--- src/hw/rtl/gbst_pkg.sv ---
`timescale 1ns / 1ps

package gbst_pkg;

    localparam int INDEX_W  = 6;
    localparam int AXIS_W   = 16;
    localparam int HAT_W    = 4;
    localparam int THRESH_W = 15;
    localparam int FUNC_W   = 3;
    localparam int HAT_DIRS  = 4;
    localparam int AXIS_DIRS = 2;
    localparam int S_TDATA_W = 32;
    localparam int M_TDATA_W = 24;
    localparam int APB_ADDR_W = 4;
    localparam int APB_DATA_W = 32;

    localparam logic [FUNC_W-1:0] FUNC_BUTTON = 3'd0;
    localparam logic [FUNC_W-1:0] FUNC_AXIS   = 3'd1;
    localparam logic [FUNC_W-1:0] FUNC_HAT    = 3'd2;
    localparam logic [FUNC_W-1:0] FUNC_FRAME  = 3'd3;
    localparam logic [FUNC_W-1:0] FUNC_READ   = 3'd4;

    localparam logic [1:0] REG_AXIS_THRESHOLD = 2'd0;
    localparam logic [1:0] REG_HAT_VIRT_EN    = 2'd1;
    localparam logic [1:0] REG_AXIS_VIRT_EN   = 2'd2;

    typedef struct packed {
        logic [THRESH_W-1:0] axis_threshold;
        logic                hat_virtual_enable;
        logic                axis_virtual_enable;
    } t_cfg;

    typedef struct packed {
        logic load_in;
        logic commit;
        logic load_out;
    } t_ctrl_cmd;

    typedef struct packed {
        logic out_free;
    } t_dp_status;

endpackage

--- src/hw/rtl/gamepad_button_state_tracker.sv ---
`timescale 1ns / 1ps

// Gamepad button state tracker. Each request on the input stream is one event
// (button, axis, hat, new frame or read) and yields exactly one result with
// the flags of the addressed button, the stored axis and hat values and a bad
// index flag. An item passes through capture, flag update and report: the
// request is captured at the accepting edge, the flags are updated at the
// next edge and the result register is loaded in the report state. The
// report waits while the result register still holds an untaken result,
// and a new request is accepted only after the previous result has been
// loaded. Buttons are numbered physical first, then four per hat (up, right,
// down, left), then two per axis (plus, minus). Configuration registers sit
// at byte addresses 0 (axis threshold), 4 (hat virtual enable) and 8 (axis
// virtual enable); write them only while the block is idle (not enforced).
module gamepad_button_state_tracker #(
    parameter int PHYS_BUTTONS = 16,
    parameter int AXIS_COUNT   = 8,
    parameter int HAT_COUNT    = 4
) (
    input  logic                                i_clk,
    input  logic                                i_rst_n,
    input  logic                                s_tvalid,
    output logic                                s_tready,
    // index[5:0], release_req[6], axis_value[22:7], hat_value[26:23], zero
    input  logic [gbst_pkg::S_TDATA_W-1:0]      s_tdata,
    // func[2:0]
    input  logic [gbst_pkg::FUNC_W-1:0]         s_tuser,
    output logic                                m_tvalid,
    input  logic                                m_tready,
    // is_down[0], is_up[1], is_pressed[2], is_released[3],
    // stored_axis[19:4], stored_hat[23:20]
    output logic [gbst_pkg::M_TDATA_W-1:0]      m_tdata,
    // bad_index[0]
    output logic [0:0]                          m_tuser,
    input  logic                                psel,
    input  logic                                penable,
    input  logic                                pwrite,
    input  logic [gbst_pkg::APB_ADDR_W-1:0]     paddr,
    input  logic [gbst_pkg::APB_DATA_W-1:0]     pwdata,
    output logic [gbst_pkg::APB_DATA_W-1:0]     prdata,
    output logic                                pready
);

    gbst_pkg::t_cfg       w_cfg;
    gbst_pkg::t_ctrl_cmd  w_cmd;
    gbst_pkg::t_dp_status w_status;
    logic                 w_bad;

    gbst_apb_regs u_regs (
        .i_clk   (i_clk),
        .i_rst_n (i_rst_n),
        .psel    (psel),
        .penable (penable),
        .pwrite  (pwrite),
        .paddr   (paddr),
        .pwdata  (pwdata),
        .prdata  (prdata),
        .pready  (pready),
        .o_cfg   (w_cfg)
    );

    gbst_ctrl u_ctrl (
        .i_clk      (i_clk),
        .i_rst_n    (i_rst_n),
        .i_s_tvalid (s_tvalid),
        .o_s_tready (s_tready),
        .i_status   (w_status),
        .o_cmd      (w_cmd)
    );

    gbst_datapath #(
        .PHYS_BUTTONS (PHYS_BUTTONS),
        .AXIS_COUNT   (AXIS_COUNT),
        .HAT_COUNT    (HAT_COUNT)
    ) u_dp (
        .i_clk         (i_clk),
        .i_rst_n       (i_rst_n),
        .i_cmd         (w_cmd),
        .o_status      (w_status),
        .i_cfg         (w_cfg),
        .i_func        (s_tuser),
        .i_index       (s_tdata[5:0]),
        .i_release_req (s_tdata[6]),
        .i_axis_value  (s_tdata[22:7]),
        .i_hat_value   (s_tdata[26:23]),
        .o_m_tvalid    (m_tvalid),
        .i_m_tready    (m_tready),
        .o_m_tdata     (m_tdata),
        .o_m_tuser     (w_bad)
    );

    assign m_tuser[0] = w_bad;

    a_one_cmd: assert property (@(posedge i_clk) disable iff (!i_rst_n)
        $onehot0({w_cmd.load_in, w_cmd.commit, w_cmd.load_out}))
        else $error("more than one command at once");

    a_commit_after_load: assert property (@(posedge i_clk) disable iff (!i_rst_n)
        w_cmd.load_in |=> w_cmd.commit)
        else $error("accepted request not committed next cycle");

    a_report_valid: assert property (@(posedge i_clk) disable iff (!i_rst_n)
        w_cmd.load_out |=> m_tvalid)
        else $error("report did not raise result valid");

    a_no_accept_busy: assert property (@(posedge i_clk) disable iff (!i_rst_n)
        (s_tvalid && s_tready) |=> !s_tready)
        else $error("request accepted while previous one in flight");

endmodule

--- src/hw/rtl/gbst_apb_regs.sv ---
`timescale 1ns / 1ps

module gbst_apb_regs (
    input  logic                                i_clk,
    input  logic                                i_rst_n,
    input  logic                                psel,
    input  logic                                penable,
    input  logic                                pwrite,
    input  logic [gbst_pkg::APB_ADDR_W-1:0]     paddr,
    input  logic [gbst_pkg::APB_DATA_W-1:0]     pwdata,
    output logic [gbst_pkg::APB_DATA_W-1:0]     prdata,
    output logic                                pready,
    output gbst_pkg::t_cfg                      o_cfg
);

    gbst_pkg::t_cfg r_cfg;
    logic           w_wr;
    logic [1:0]     w_reg;

    assign pready = 1'b1;
    assign w_reg  = paddr[3:2];
    assign w_wr   = psel && penable && pwrite && pready;
    assign o_cfg  = r_cfg;

    always_ff @(posedge i_clk) begin
        if (!i_rst_n) begin
            r_cfg <= '0;
        end else if (w_wr) begin
            case (w_reg)
                gbst_pkg::REG_AXIS_THRESHOLD: begin
                    r_cfg.axis_threshold <= pwdata[gbst_pkg::THRESH_W-1:0];
                end
                gbst_pkg::REG_HAT_VIRT_EN: begin
                    r_cfg.hat_virtual_enable <= pwdata[0];
                end
                gbst_pkg::REG_AXIS_VIRT_EN: begin
                    r_cfg.axis_virtual_enable <= pwdata[0];
                end
                default: begin
                end
            endcase
        end
    end

    always_comb begin
        prdata = '0;
        case (w_reg)
            gbst_pkg::REG_AXIS_THRESHOLD: begin
                prdata[gbst_pkg::THRESH_W-1:0] = r_cfg.axis_threshold;
            end
            gbst_pkg::REG_HAT_VIRT_EN: begin
                prdata[0] = r_cfg.hat_virtual_enable;
            end
            gbst_pkg::REG_AXIS_VIRT_EN: begin
                prdata[0] = r_cfg.axis_virtual_enable;
            end
            default: begin
                prdata = '0;
            end
        endcase
    end

endmodule

--- src/hw/rtl/gbst_ctrl.sv ---
`timescale 1ns / 1ps

module gbst_ctrl (
    input  logic                   i_clk,
    input  logic                   i_rst_n,
    input  logic                   i_s_tvalid,
    output logic                   o_s_tready,
    input  gbst_pkg::t_dp_status   i_status,
    output gbst_pkg::t_ctrl_cmd    o_cmd
);

    typedef enum logic [2:0] {
        S_IDLE   = 3'b001,
        S_UPDATE = 3'b010,
        S_REPORT = 3'b100
    } t_state;

    t_state r_state;
    t_state n_state;

    always_ff @(posedge i_clk) begin
        if (!i_rst_n) begin
            r_state <= S_IDLE;
        end else begin
            r_state <= n_state;
        end
    end

    always_comb begin
        n_state    = r_state;
        o_cmd      = '0;
        o_s_tready = 1'b0;
        case (r_state)
            S_IDLE: begin
                o_s_tready = 1'b1;
                if (i_s_tvalid) begin
                    o_cmd.load_in = 1'b1;
                    n_state       = S_UPDATE;
                end
            end
            S_UPDATE: begin
                o_cmd.commit = 1'b1;
                n_state      = S_REPORT;
            end
            S_REPORT: begin
                if (i_status.out_free) begin
                    o_cmd.load_out = 1'b1;
                    n_state        = S_IDLE;
                end
            end
            default: begin
                n_state = S_IDLE;
            end
        endcase
    end

endmodule

--- src/hw/rtl/gbst_datapath.sv ---
`timescale 1ns / 1ps

module gbst_datapath #(
    parameter int PHYS_BUTTONS = 16,
    parameter int AXIS_COUNT   = 8,
    parameter int HAT_COUNT    = 4
) (
    input  logic                                i_clk,
    input  logic                                i_rst_n,
    input  gbst_pkg::t_ctrl_cmd                 i_cmd,
    output gbst_pkg::t_dp_status                o_status,
    input  gbst_pkg::t_cfg                      i_cfg,
    input  logic [gbst_pkg::FUNC_W-1:0]         i_func,
    input  logic [gbst_pkg::INDEX_W-1:0]        i_index,
    input  logic                                i_release_req,
    input  logic signed [gbst_pkg::AXIS_W-1:0]  i_axis_value,
    input  logic [gbst_pkg::HAT_W-1:0]          i_hat_value,
    output logic                                o_m_tvalid,
    input  logic                                i_m_tready,
    output logic [gbst_pkg::M_TDATA_W-1:0]      o_m_tdata,
    output logic                                o_m_tuser
);

    localparam int HAT_BASE    = PHYS_BUTTONS;
    localparam int AXIS_BASE   = PHYS_BUTTONS + gbst_pkg::HAT_DIRS * HAT_COUNT;
    localparam int TOTAL       = AXIS_BASE + gbst_pkg::AXIS_DIRS * AXIS_COUNT;
    localparam int TOTAL_DEPTH = (TOTAL > 0) ? TOTAL : 1;
    localparam int AXIS_DEPTH  = (AXIS_COUNT > 0) ? AXIS_COUNT : 1;
    localparam int HAT_DEPTH   = (HAT_COUNT > 0) ? HAT_COUNT : 1;

    logic [gbst_pkg::FUNC_W-1:0]         r_func;
    logic [gbst_pkg::INDEX_W-1:0]        r_index;
    logic                                r_release_req;
    logic signed [gbst_pkg::AXIS_W-1:0]  r_axis_value;
    logic [gbst_pkg::HAT_W-1:0]          r_hat_value;

    logic [TOTAL_DEPTH-1:0] r_down;
    logic [TOTAL_DEPTH-1:0] r_up;
    logic [TOTAL_DEPTH-1:0] r_pressed;
    logic [TOTAL_DEPTH-1:0] r_released;
    logic [TOTAL_DEPTH-1:0] n_down;
    logic [TOTAL_DEPTH-1:0] n_up;
    logic [TOTAL_DEPTH-1:0] n_pressed;
    logic [TOTAL_DEPTH-1:0] n_released;

    logic [gbst_pkg::AXIS_W-1:0] r_axis_vals [AXIS_DEPTH];
    logic [gbst_pkg::HAT_W-1:0]  r_hat_vals  [HAT_DEPTH];

    logic                           r_out_valid;
    logic [gbst_pkg::M_TDATA_W-1:0] r_out_tdata;
    logic                           r_out_bad;

    logic                        w_btn_ok;
    logic                        w_axis_ok;
    logic                        w_hat_ok;
    logic [gbst_pkg::AXIS_W-1:0] w_mag;
    logic                        w_above;
    logic                        w_positive;

    logic                        w_rd_down;
    logic                        w_rd_up;
    logic                        w_rd_pressed;
    logic                        w_rd_released;
    logic [gbst_pkg::AXIS_W-1:0] w_rd_axis;
    logic [gbst_pkg::HAT_W-1:0]  w_rd_hat;
    logic                        w_bad;

    assign w_btn_ok  = int'(r_index) < TOTAL;
    assign w_axis_ok = int'(r_index) < AXIS_COUNT;
    assign w_hat_ok  = int'(r_index) < HAT_COUNT;

    assign w_mag      = r_axis_value[gbst_pkg::AXIS_W-1] ?
                        (~r_axis_value + 16'd1) : r_axis_value;
    assign w_above    = w_mag > {1'b0, i_cfg.axis_threshold};
    assign w_positive = !r_axis_value[gbst_pkg::AXIS_W-1] && (|r_axis_value);

    always_ff @(posedge i_clk) begin
        if (i_cmd.load_in) begin
            r_func        <= i_func;
            r_index       <= i_index;
            r_release_req <= i_release_req;
            r_axis_value  <= i_axis_value;
            r_hat_value   <= i_hat_value;
        end
    end

    always_comb begin
        int k;
        logic hit;
        n_down     = r_down;
        n_up       = r_up;
        n_pressed  = r_pressed;
        n_released = r_released;
        for (int b = 0; b < TOTAL_DEPTH; b++) begin
            k   = 0;
            hit = 1'b0;
            if (b < TOTAL) begin
                if (r_func == gbst_pkg::FUNC_BUTTON && int'(r_index) == b) begin
                    if (!r_release_req) begin
                        n_down[b]     = 1'b1;
                        n_pressed[b]  = 1'b1;
                        n_released[b] = 1'b0;
                    end else begin
                        n_up[b]       = 1'b1;
                        n_released[b] = 1'b1;
                        n_pressed[b]  = 1'b0;
                    end
                end
                if (r_func == gbst_pkg::FUNC_AXIS && i_cfg.axis_virtual_enable &&
                    w_axis_ok && b >= AXIS_BASE) begin
                    k = b - AXIS_BASE;
                    if ((k >> 1) == int'(r_index)) begin
                        if (w_above) begin
                            hit           = ((k & 1) == 0) ? w_positive : !w_positive;
                            n_down[b]     = hit;
                            n_pressed[b]  = hit;
                            n_released[b] = !hit;
                        end else begin
                            if (r_pressed[b]) begin
                                n_released[b] = 1'b1;
                                n_up[b]       = 1'b1;
                            end
                            n_pressed[b] = 1'b0;
                        end
                    end
                end
                if (r_func == gbst_pkg::FUNC_HAT && i_cfg.hat_virtual_enable &&
                    w_hat_ok && b >= HAT_BASE && b < AXIS_BASE) begin
                    k = b - HAT_BASE;
                    if ((k >> 2) == int'(r_index)) begin
                        if (r_hat_value == '0) begin
                            if (r_pressed[b]) begin
                                n_released[b] = 1'b1;
                                n_up[b]       = 1'b1;
                            end
                            n_pressed[b] = 1'b0;
                        end else begin
                            hit           = r_hat_value[k & 3];
                            n_down[b]     = hit;
                            n_pressed[b]  = hit;
                            n_released[b] = !hit;
                        end
                    end
                end
                if (r_func == gbst_pkg::FUNC_FRAME) begin
                    n_down[b] = 1'b0;
                    n_up[b]   = 1'b0;
                end
            end
        end
    end

    always_ff @(posedge i_clk) begin
        if (!i_rst_n) begin
            r_down     <= '0;
            r_up       <= '0;
            r_pressed  <= '0;
            r_released <= '1;
            for (int a = 0; a < AXIS_DEPTH; a++) begin
                r_axis_vals[a] <= '0;
            end
            for (int h = 0; h < HAT_DEPTH; h++) begin
                r_hat_vals[h] <= '0;
            end
        end else if (i_cmd.commit) begin
            r_down     <= n_down;
            r_up       <= n_up;
            r_pressed  <= n_pressed;
            r_released <= n_released;
            for (int a = 0; a < AXIS_DEPTH; a++) begin
                if (r_func == gbst_pkg::FUNC_AXIS && w_axis_ok && int'(r_index) == a) begin
                    r_axis_vals[a] <= r_axis_value;
                end
            end
            for (int h = 0; h < HAT_DEPTH; h++) begin
                if (r_func == gbst_pkg::FUNC_HAT && w_hat_ok && int'(r_index) == h) begin
                    r_hat_vals[h] <= r_hat_value;
                end
            end
        end
    end

    always_comb begin
        w_rd_down     = 1'b0;
        w_rd_up       = 1'b0;
        w_rd_pressed  = 1'b0;
        w_rd_released = 1'b0;
        w_rd_axis     = '0;
        w_rd_hat      = '0;
        for (int b = 0; b < TOTAL_DEPTH; b++) begin
            if (b < TOTAL && int'(r_index) == b) begin
                w_rd_down     = r_down[b];
                w_rd_up       = r_up[b];
                w_rd_pressed  = r_pressed[b];
                w_rd_released = r_released[b];
            end
        end
        for (int a = 0; a < AXIS_DEPTH; a++) begin
            if (a < AXIS_COUNT && int'(r_index) == a) begin
                w_rd_axis = r_axis_vals[a];
            end
        end
        for (int h = 0; h < HAT_DEPTH; h++) begin
            if (h < HAT_COUNT && int'(r_index) == h) begin
                w_rd_hat = r_hat_vals[h];
            end
        end
    end

    always_comb begin
        case (r_func)
            gbst_pkg::FUNC_BUTTON: w_bad = !w_btn_ok;
            gbst_pkg::FUNC_AXIS:   w_bad = !w_axis_ok;
            gbst_pkg::FUNC_HAT:    w_bad = !w_hat_ok;
            gbst_pkg::FUNC_READ:   w_bad = !w_btn_ok;
            default:               w_bad = 1'b0;
        endcase
    end

    always_ff @(posedge i_clk) begin
        if (!i_rst_n) begin
            r_out_valid <= 1'b0;
        end else if (i_cmd.load_out) begin
            r_out_valid <= 1'b1;
        end else if (i_m_tready) begin
            r_out_valid <= 1'b0;
        end
    end

    always_ff @(posedge i_clk) begin
        if (i_cmd.load_out) begin
            r_out_tdata <= {w_rd_hat, w_rd_axis, w_rd_released, w_rd_pressed,
                            w_rd_up, w_rd_down};
            r_out_bad   <= w_bad;
        end
    end

    assign o_status.out_free = !r_out_valid || i_m_tready;
    assign o_m_tvalid        = r_out_valid;
    assign o_m_tdata         = r_out_tdata;
    assign o_m_tuser         = r_out_bad;

endmodule

--- config.mk ---
export PLATFORM = sky130hd
export DESIGN_NAME = gamepad_button_state_tracker
export DESIGN_NICKNAME = d
export VERILOG_FILES = /design/src/hw/rtl/gbst_pkg.sv /design/src/hw/rtl/gamepad_button_state_tracker.sv /design/src/hw/rtl/gbst_apb_regs.sv /design/src/hw/rtl/gbst_ctrl.sv /design/src/hw/rtl/gbst_datapath.sv
export SDC_FILE = /design/constraint.sdc
export NUM_CORES = 1
export LEC_CHECK = 0
export BUFFER_PORTS_ARGS = -buffer_cell sky130_fd_sc_hd__clkbuf_2
export CAP_MARGIN = 20
export CORE_MARGIN = 2
export CORE_UTILIZATION = 61
export CTS_BUF_LIST = sky130_fd_sc_hd__clkbuf_8 sky130_fd_sc_hd__clkbuf_16
export CTS_CLUSTER_DIAMETER = 100
export DETAILED_ROUTE_END_ITERATION = 10
export PLACE_DENSITY = 0.87
export SLEW_MARGIN = 20
export SYNTH_ARGS = -nofsm -noshare
export SYNTH_HDL_FRONTEND = slang
export SYNTH_SLANG_ARGS = --single-unit
--- constraint.sdc ---
create_clock -name i_clk -period 5 [get_ports i_clk]
set_clock_uncertainty 0.1 [all_clocks]
set_input_delay 1.25 -clock i_clk [delete_from_list [all_inputs] [get_ports i_clk]]
set_output_delay 1.25 -clock i_clk [all_outputs]
set_load 0.01 [all_outputs]
==> results, run 1 <==
- The number of nets in the final layout is 2396.
- The number of vias in the routed layout is 19.64k.
- The first global-routing pass estimated 103400 um of wire.
- Before antenna repair, the detailed router went through 7 iterations.
- At the worst endpoint, the arrival time is 4890 ps.
- After clock tree synthesis, the clock-pin slew on the worst setup and hold paths is 60 ps.
- Counting both buffers and inverters, the worst setup path holds a total of 0.
- After detailed placement, the design holds a cell count of 2703.
- The worst setup path is of the register to register kind.
- On the worst path, the slowest cell contributes a delay of 830 ps.
- The count of final hold-check violations came to 0.
- Input and output buffers added on the ports amount to 95.
- In this run the remaining antenna-violating nets after routing total 0.
- The count of instances resized after the clock tree is built is 0.
- Ranked by total cell area, the synthesized netlist is headed by sky130_fd_sc_hd__edfxtp_1, sky130_fd_sc_hd__dfxtp_1, sky130_fd_sc_hd__nor2_1.
- The share of synthesized area spent on multiplexers is 0.03491.
- For this run, the register share of the synthesized area comes to 0.4918.
- The hold path startpoint is u_dp.r_up[47]$_SDFFE_PN0P_.
- Row generation in the floorplan step produced 67 rows.
- At the end of routability-driven placement, the weighted congestion stood at 0.9672.
- The switching fraction of total power is 0.2568.
- The violation count after the first detailed-routing iteration is 3320.
- The run finished with clean final reports.
- Post-CTS timing repair inserted 0 buffers for setup.
- The cell repeated most along the worst path is sky130_fd_sc_hd__o21ai_0.
- The total overflow left after global routing is 0.
- Summed over all cells, the static leakage comes to 8.380 nW.
- IR analysis of the VDD net gives a maximum drop of 0.3114 mV.
- The floorplan step defined a die boundary enclosing 35630 um2.
- The post-detailed-route wirelength per cell is 24.22 um.
- The endpoint of the worst hold path is u_dp.r_up[47]$_SDFFE_PN0P_.
- The initial antenna violation count is 1.
- In this run, synthesis produced a sequential element count of 412.
- The startpoint identified for the worst register-to-register timing path is u_dp.r_axis_value[4]$_DFFE_PP_.
- The count of non-filler cells in the finished layout is 2784.
- The slowest stage of the critical path is the sky130_fd_sc_hd__nor2_1 cell.
- The logic depth of the worst path, buffers included is 11.
- The ratio of routed vias to standard cells is 7.056.
- The via count of the first global-routing pass came to 18.61k.
- In the final timing run, aggregate negative setup slack is 0 ps.
- Power spread over the standard cell area amounts to 327.4 nW/um2.
- In this run the worst path has a maximum fanout of 12.
- Measured in cells, the most critical reg-to-reg path has a length of 11.
- The basic-gate share of the synthesized area counting and, or, nand and nor cells is 0.1914.
- The largest buffer count on any clock path is 3.
- The tool flagged a number of max-cap violations equal to 0.
- The number of synthesis warnings is 0.
- In this run the number of H-tree levels came out at 2.
- The overall die width is 188.8 um.
- TritonCTS created 43 clock buffers.
- For this design, the sink count on the clock tree is 412.
- The terminus of the critical flop-to-flop path is u_dp.r_down[35]$_SDFFE_PN0P_.
- The antenna diode count is 0.
- The adder-cell share of the synthesized area is 0.009614.
- The y dimension of the die is 188.8 um.
- In the routed design, unresolved DRC markers number 0.
- The most used flip-flop cell after synthesis is sky130_fd_sc_hd__dfxtp_1.
- Buffers inserted to repair hold after CTS numbered 0.
- Walking the worst path, the cells encountered are nor4_1 > nand2_1 > or2_2 > o21ai_0 > xnor2_1 > ha_1 > o311ai_0 > a311oi_4 > nor2_1 > o21ai_0 > a32o_1.
- The post-synthesis compound-gate area fraction was 0.2158.
- Static timing analysis puts the maximum clock frequency at 221.7 MHz.
- The most instantiated library cell after synthesis is sky130_fd_sc_hd__nor2_1.
- The fraction of post-synthesis cell area in the top cell type by area is 0.2870.
- The main combinational cell family by area after synthesis is compound AO/OA/AOI/OAI gates.
- The fraction of layout cells with a size suffix above 1 is 0.1293.
- Dividing the final minimum period by the clock period gives 0.9022.
- The count of flip-flops with a built-in enable after synthesis is 199.
- The half-perimeter wire length of the detailed placement result is 43330 um.
- Of the total power, combinational logic draws 0.086.
- The number of instances in the synthesized netlist is 2280.
- The clock latency on the worst-skew pair is 590 ps.
- The region available for standard cell placement spans 33530 um2.
- The share of total power dissipated in the clock network is 0.426.
- The family of cells with the greatest summed delay on the critical path is simple AND/OR/NAND/NOR gates.
- The final layout contains routed wiring with a total length of 67430 um.
- The count of unique library cells instantiated by Yosys is 84.
- The sequential group share of total power is 0.488.
- The max-slew violation count was 0.
- The largest total area in the synthesized netlist belongs to sky130_fd_sc_hd__edfxtp_1.
- The clock period could shrink to 4511 ps.
- The mapped netlist covers 20820 um2.
- The design internal power is 5.620 mW.
- STA classifies the critical path startpoint as a register.
- The worst-case register-to-register setup slack is 490 ps.
- The tightest min-delay check is of the register to register type.
- Once layout is complete, the utilization of the core stands at 0.6887.
- Of the total synthesized cell area, the portion taken by XOR and XNOR cells is 0.005889.
- The maximum number of pins on one net before global-route repair is 99.
- The average cell area after synthesis is 9.133 um2.
- The worst slew slack as a fraction of its limit is 0.1756.
- Setup violations remaining at the end of the flow were counted as 0.
- The slew at the pin with the worst max-slew slack is 1232 ps.
- Sorting the synthesized cells by how often they occur yields sky130_fd_sc_hd__nor2_1, sky130_fd_sc_hd__nand2_1, sky130_fd_sc_hd__dfxtp_1.
- The area added between synthesis and finish is 10.91%.
- Setup repair after global routing left no endpoint under its margin.
- 138 I/O pins were placed.
- STA puts the critical path data required time at 5380 ps.
- Counting the fill cells in the layout gives 2504.
- The worst setup path is captured at a register.
- The clock tree from TritonCTS is built.
- The cell depth of the worst hold path is 2.
- For this configuration, the core starts out at a cell density of 0.6210.
- Counting flops with an async set or reset pin after synthesis yields a share of 0.
- The total routing resource utilization after global routing is 0.3705.
- The power spent charging and discharging nets is 1.942 mW.
- The root cell of the clock tree is sky130_fd_sc_hd__clkbuf_16.
## registers in the layout, summed over array words and instances, names as in the netlist, 3 cells and up
name               count
u_ctrl.r_state         3
u_dp.o_m_tdata        24
u_dp.r_axis_vals     128
u_dp.r_axis_value     16
u_dp.r_down           48
u_dp.r_func            3
u_dp.r_hat_vals       16
u_dp.r_hat_value       4
u_dp.r_index           6
u_dp.r_pressed        48
u_dp.r_released       48
u_dp.r_up             48
u_regs.o_cfg          17
## layer usage
layer / wire length, um / global-route usage / part of all wire
met1: 24240 / 0.4772 / 0.36
met2: 30010 / 0.5718 / 0.45
met3: 9104 / 0.09015 / 0.14
met4: 4074 / 0.2142 / 0.060
met5: 0 / 0 / 0
## how the worst max path moves through the flow
stage,endpoint,startpoint,slack [ps]
floorplan,u_dp.r_released[46]$_SDFFE_PN1P_,u_dp.r_axis_value[5]$_DFFE_PP_,1120
global placement,u_dp.r_down[36]$_SDFFE_PN0P_,u_dp.r_axis_value[5]$_DFFE_PP_,620
detailed placement,u_dp.r_down[34]$_SDFFE_PN0P_,u_dp.r_axis_value[4]$_DFFE_PP_,610
CTS,u_dp.r_down[34]$_SDFFE_PN0P_,u_dp.r_axis_value[4]$_DFFE_PP_,600
global route,u_dp.r_down[32]$_SDFFE_PN0P_,u_dp.r_axis_value[4]$_DFFE_PP_,160
finish,u_dp.r_down[35]$_SDFFE_PN0P_,u_dp.r_axis_value[4]$_DFFE_PP_,490
## layout by cell type, fill, tap and decap left out, types with 43 or more instances in the layout
master / n
sky130_fd_sc_hd__a21boi_0: 47
sky130_fd_sc_hd__a21oi_1: 145
sky130_fd_sc_hd__a22oi_1: 75
sky130_fd_sc_hd__buf_4: 68
sky130_fd_sc_hd__clkbuf_16: 43
sky130_fd_sc_hd__clkbuf_2: 94
sky130_fd_sc_hd__dfxtp_1: 213
sky130_fd_sc_hd__edfxtp_1: 199
sky130_fd_sc_hd__inv_1: 63
sky130_fd_sc_hd__nand2_1: 268
sky130_fd_sc_hd__nand3_1: 88
sky130_fd_sc_hd__nor2_1: 274
sky130_fd_sc_hd__nor3_1: 68
sky130_fd_sc_hd__o21ai_0: 153
## worst register-to-register path: cells and delay by family, from the launching register on
family / cells / cell delay [ps]
AO/OA/AOI/OAI: 5 / 1700
AND/OR/NAND/NOR: 4 / 1750
flip-flops: 1 / 450
adder cells (fa/ha/maj): 1 / 270
XOR/XNOR: 1 / 150
## final cells by class
type                    count  area [um2]  share of cell area
multi-input cells        1634        9671              0.4188
flip-flops and latches    412       10240              0.4434
clock inverters            31       277.8             0.01203
clock buffers              48        1145             0.04957
repair buffers            164        1021             0.04421
inverters                  47       178.9            0.007748
well taps                 448       560.5             0.02427
## per-stage QoR
stage	cell area [um2]	worst slack (ps)	power (mW)	hold slack [ps]
detailed placement	21640	609.1	4.379	344.6
global route	23090	162.9	7.720	388.4
CTS	23070	603.9	7.510	352.2
floorplan	20880	1118	4.150	322.3
finish	23090	488.9	7.562	348.4
global placement	21640	620.6	4.361	335.2
## kinds of logic (layout without fill, tap and decap cells)
logic type,after synthesis,after routing
xor gates and xnor gates,14,14
adders and majority gates,16,16
muxes,58,58
and+or+nand+nor,866,866
DFF,412,412
AOI/OAI and AO/OA,662,662
buffers and inverters,250,290
other,2,18
## power by group through the flow
stage | Clock, mW | Sequential (mW) | Combinational [mW]
global route | 3.34 | 3.69 | 0.687
finish | 3.22 | 3.69 | 0.654
floorplan | 0 | 3.71 | 0.436
detailed placement | 0 | 3.76 | 0.624
global placement | 0 | 3.75 | 0.612
CTS | 3.20 | 3.68 | 0.627
Note: power is estimated with default switching activity, not from simulation.
==> run 2: changes to the inputs <==
--- a/config.mk
+++ b/config.mk
@@ -7,12 +7,11 @@
 export LEC_CHECK = 0
 export BUFFER_PORTS_ARGS = -buffer_cell sky130_fd_sc_hd__clkbuf_2
 export CAP_MARGIN = 20
-export CORE_MARGIN = 2
-export CORE_UTILIZATION = 61
+export CORE_UTILIZATION = 29
 export CTS_BUF_LIST = sky130_fd_sc_hd__clkbuf_8 sky130_fd_sc_hd__clkbuf_16
 export CTS_CLUSTER_DIAMETER = 100
 export DETAILED_ROUTE_END_ITERATION = 10
-export PLACE_DENSITY = 0.87
+export PLACE_DENSITY = 0.51
 export SLEW_MARGIN = 20
 export SYNTH_ARGS = -nofsm -noshare
 export SYNTH_HDL_FRONTEND = slang
==> results, run 2 (synthesis results as in run 1) <==
- The ratio of routed vias to standard cells is 5.695 (was 7.056).
- The power spent charging and discharging nets is 2.104 mW (was 1.942 mW).
- The antenna diode count was 0 (unchanged).
- The critical path startpoint category is a register (unchanged).
- The family of cells with the greatest summed delay on the critical path is simple AND/OR/NAND/NOR gates (unchanged).
- The switching fraction of total power is 0.2686 (was 0.2568).
- The post-detailed-route count of antenna-violating nets is 0 (unchanged).
- The maximum frequency from static timing analysis was 216.3 MHz (was 221.7 MHz).
- The highest fanout seen on the critical path is 25 (was 12).
- The slew at the pin with the worst max-slew slack is 1064 ps (was 1232 ps).
- The count of instances resized after the clock tree is built is 0 (unchanged).
- The remaining routing DRC violations came to 0 (unchanged).
- The half-perimeter wire length of the detailed placement result is 49740 um (was 43330 um).
- The worst voltage drop across the vdd grid was 0.2794 mV (was 0.3114 mV).
- Setup repair after global routing missed its margin: no (unchanged).
- The number of I/O pins is 138 (unchanged).
- The hold buffer count at CTS is 0 (unchanged).
- The post-detailed-route wirelength per cell was 23.11 um (was 24.22 um).
- The max-cap violation count was 0 (unchanged).
- The final period demand of the worst path is 4623 ps (was 4511 ps).
- The fraction of layout cells with a size suffix above 1 came to 0.1466 (was 0.1293).
- The floorplan die area is 72880 um2 (was 35630 um2).
- The number of levels in the clock H-tree is 2 (unchanged).
- The sequential group share of total power came to 0.470 (was 0.488).
- The via count of the first global-routing pass is 18.06k (was 18.61k).
- The kind of end point of the critical path is a register (unchanged).
- The area added between synthesis and finish is 15.56% (was 10.91%).
- The fraction of the cycle the final worst path needs is 0.9246 (was 0.9022).
- The largest buffer count on any clock path is 3 (unchanged).
- The clock slew seen by the registers of the worst setup and hold paths came to 60 ps (about the same).
- Crit path cell chain: nor4_1 > nand2_1 > or2_2 > o41ai_1 > xnor2_1 > ha_1 > nand4_1 > nor4_1 > buf_4 > o32ai_4 > buf_4 > nor3_2 > a221oi_1 > o21ai_0 (was nor4_1 > nand2_1 > or2_2 > o21ai_0 > xnor2_1 > ha_1 > o311ai_0 > a311oi_4 > nor2_1 > o21ai_0 > a32o_1).
- The power per standard cell area is 325.4 nW/um2 (was 327.4 nW/um2).
- The number of input and output port buffers inserted was 95 (unchanged).
- The max-slew violation count is 0 (unchanged).
- The clock tree from TritonCTS is built (unchanged).
- The number of vias in the routed layout is 18.87k (was 19.64k).
- The slowest cell on the critical path is sky130_fd_sc_hd__nor3_2 (was sky130_fd_sc_hd__nor2_1).
- The static leakage power was 8.570 nW (was 8.380 nW).
- The initial antenna violation count is 3 (was 1).
- The root cell of the clock tree is sky130_fd_sc_hd__clkbuf_16 (unchanged).
- The total routing resource utilization after global routing is 0.2023 (was 0.3705).
- The worst slew slack as a fraction of its limit is 0.2887 (was 0.1756).
- The overall die width is 270.0 um (was 188.8 um).
- The wire length of the first global-routing pass came to 114700 um (was 103400 um).
- The flip-flop count of the largest register after layout is 128 (unchanged).
- The number of buffer and inverter stages on the critical path is 2 (was 0).
- The largest register by flop count is u_dp.r_axis_vals (unchanged).
- The fraction of power consumed by combinational cells is 0.091 (was 0.086).
- The longest individual stage delay on the worst path came to 730 ps (was 830 ps).
- The final weighted congestion in routability-driven placement came to 0.8933 (was 0.9672).
- The number of buffers created by CTS is 48 (was 43).
- The clock latency on the worst-skew pair is 640 ps (was 590 ps).
- The number of standard-cell rows in the floorplan came to 97 (was 67).
- The maximum number of pins on one net before global-route repair is 69 (was 99).
- The type of the tightest min-delay check is register to register (unchanged).
- Most frequent cells in the layout: sky130_fd_sc_hd__nand2_1, sky130_fd_sc_hd__nor2_1, sky130_fd_sc_hd__dfxtp_1 (was sky130_fd_sc_hd__nor2_1, sky130_fd_sc_hd__nand2_1, sky130_fd_sc_hd__dfxtp_1).
- The design internal power came to 5.727 mW (was 5.620 mW).
- The number of nets in the final layout came to 2431 (was 2396).
- The sum of overflow across all layers after global routing is 0 (unchanged).
- The count of final hold-check violations came to 0 (unchanged).
- The relative contribution of the clock network to total power came to 0.439 (was 0.426).
- The required time of the critical path was 5420 ps (was 5380 ps).
- The total wire length came to 76590 um (was 67430 um).
- The filler cell count in the final layout was 7160 (was 2504).
- The type of the worst setup path is register to register (unchanged).
- The initial core utilization is 0.2953 (was 0.6210).
- The number of setup violations in the final report is 0 (unchanged).
- The TritonCTS sink count is 412 (unchanged).
- The y dimension of the die is 270.0 um (was 188.8 um).
- The core footprint is 70510 um2 (was 33530 um2).
- The detailed-router iteration count before antenna repair is 6 (was 7).
- The total design power came to 7.830 mW (was 7.562 mW).
- The final setup TNS is 0 ps (unchanged).
- The violation count after the first detailed-routing iteration came to 2139 (was 3320).
- The arrival time of the worst setup path is 5040 ps (was 4890 ps).
- The post-CTS repair timing setup buffer count is 0 (unchanged).
- Result of the run: finished, final reports clean (unchanged).
[run 2: cell types whose count changed in the layout (fill, tap and decap cells not counted), moves of 2 or more]
cell,delta
sky130_fd_sc_hd__buf_4,+31
sky130_fd_sc_hd__clkbuf_16,+5
sky130_fd_sc_hd__clkbuf_8,-2
sky130_fd_sc_hd__clkinv_1,+2
sky130_fd_sc_hd__clkinv_2,+5
sky130_fd_sc_hd__inv_1,-2
sky130_fd_sc_hd__nor2_1,-6
sky130_fd_sc_hd__nor2_2,+6
[run 2: worst paths after layout]
kind | start | endpoint | slack (ps) | cells past startpoint
max | u_dp.r_axis_value[5]$_DFFE_PP_ | u_dp.r_down[42]$_SDFFE_PN0P_ | 380 | 14
min | u_regs.o_cfg[8]$_SDFFE_PN0P_ | u_regs.o_cfg[8]$_SDFFE_PN0P_ | 360 | 2
max reg2reg | u_dp.r_axis_value[5]$_DFFE_PP_ | u_dp.r_down[42]$_SDFFE_PN0P_ | 380 | 14
min reg2reg | u_regs.o_cfg[8]$_SDFFE_PN0P_ | u_regs.o_cfg[8]$_SDFFE_PN0P_ | 360 | 2
[run 2: final cells by class]
class	count	area, um2	share of cell area
clock buffers	51	1242	0.05163
inverters	47	178.9	0.007436
repair buffers	194	1234	0.05127
well taps	940	1176	0.04888
clock inverters	36	290.3	0.01206
flip-flops and latches	412	10240	0.4255
multi-input cells	1634	9702	0.4032
[run 2: power by group through the flow]
stage                     registers [mW]  clock network [mW]  logic [mW]
final                               3.68                3.44       0.711
after global placement              3.75                   0       0.689
after detailed placement            3.75                   0       0.692
after CTS                           3.68                3.50       0.695
after floorplan                     3.71                   0       0.436
after global routing                3.69                3.63       0.749
[run 2: metal layers]
metal  vias to the layer above  wire [um]  global-route usage
met5                         -         49                   0
met4                         6       2642             0.08164
met3                       161       6591             0.03885
met2                       960      34720              0.3146
met1                      9260      32590              0.2743
li1                       8486          -                   -
[run 2: worst register-to-register path, cell delays in order (launching register included)]
cell and delay, ps:
sky130_fd_sc_hd__edfxtp_1 440, sky130_fd_sc_hd__nor4_1 500, sky130_fd_sc_hd__nand2_1 150, sky130_fd_sc_hd__or2_2 340, sky130_fd_sc_hd__o41ai_1 310, sky130_fd_sc_hd__xnor2_1 140
sky130_fd_sc_hd__ha_1 320, sky130_fd_sc_hd__nand4_1 120, sky130_fd_sc_hd__nor4_1 370, sky130_fd_sc_hd__buf_4 220, sky130_fd_sc_hd__o32ai_4 90, sky130_fd_sc_hd__buf_4 280
sky130_fd_sc_hd__nor3_2 740, sky130_fd_sc_hd__a221oi_1 170, sky130_fd_sc_hd__o21ai_0 200
[run 2: per-stage QoR]
| stage | util | hold WS, ps | setup WS, ps | instance area, um2 | std cells |
|---|---|---|---|---|---|
| 2_1_floorplan | - | 322.3 | 1118 | 20880 | 2296 |
| 3_3_place_gp | 0.3195 | 344.1 | 470.3 | 22530 | 3227 |
| 3_5_place_dp | 0.3195 | 356.2 | 342.9 | 22530 | 3227 |
| 4_1_cts | 0.3412 | 365.2 | 284.4 | 24060 | 3314 |
| 5_1_grt | 0.3413 | 383.4 | 144.2 | 24060 | 3314 |
| 6_report | 0.3413 | 361.8 | 376.8 | 24060 | 3314 |
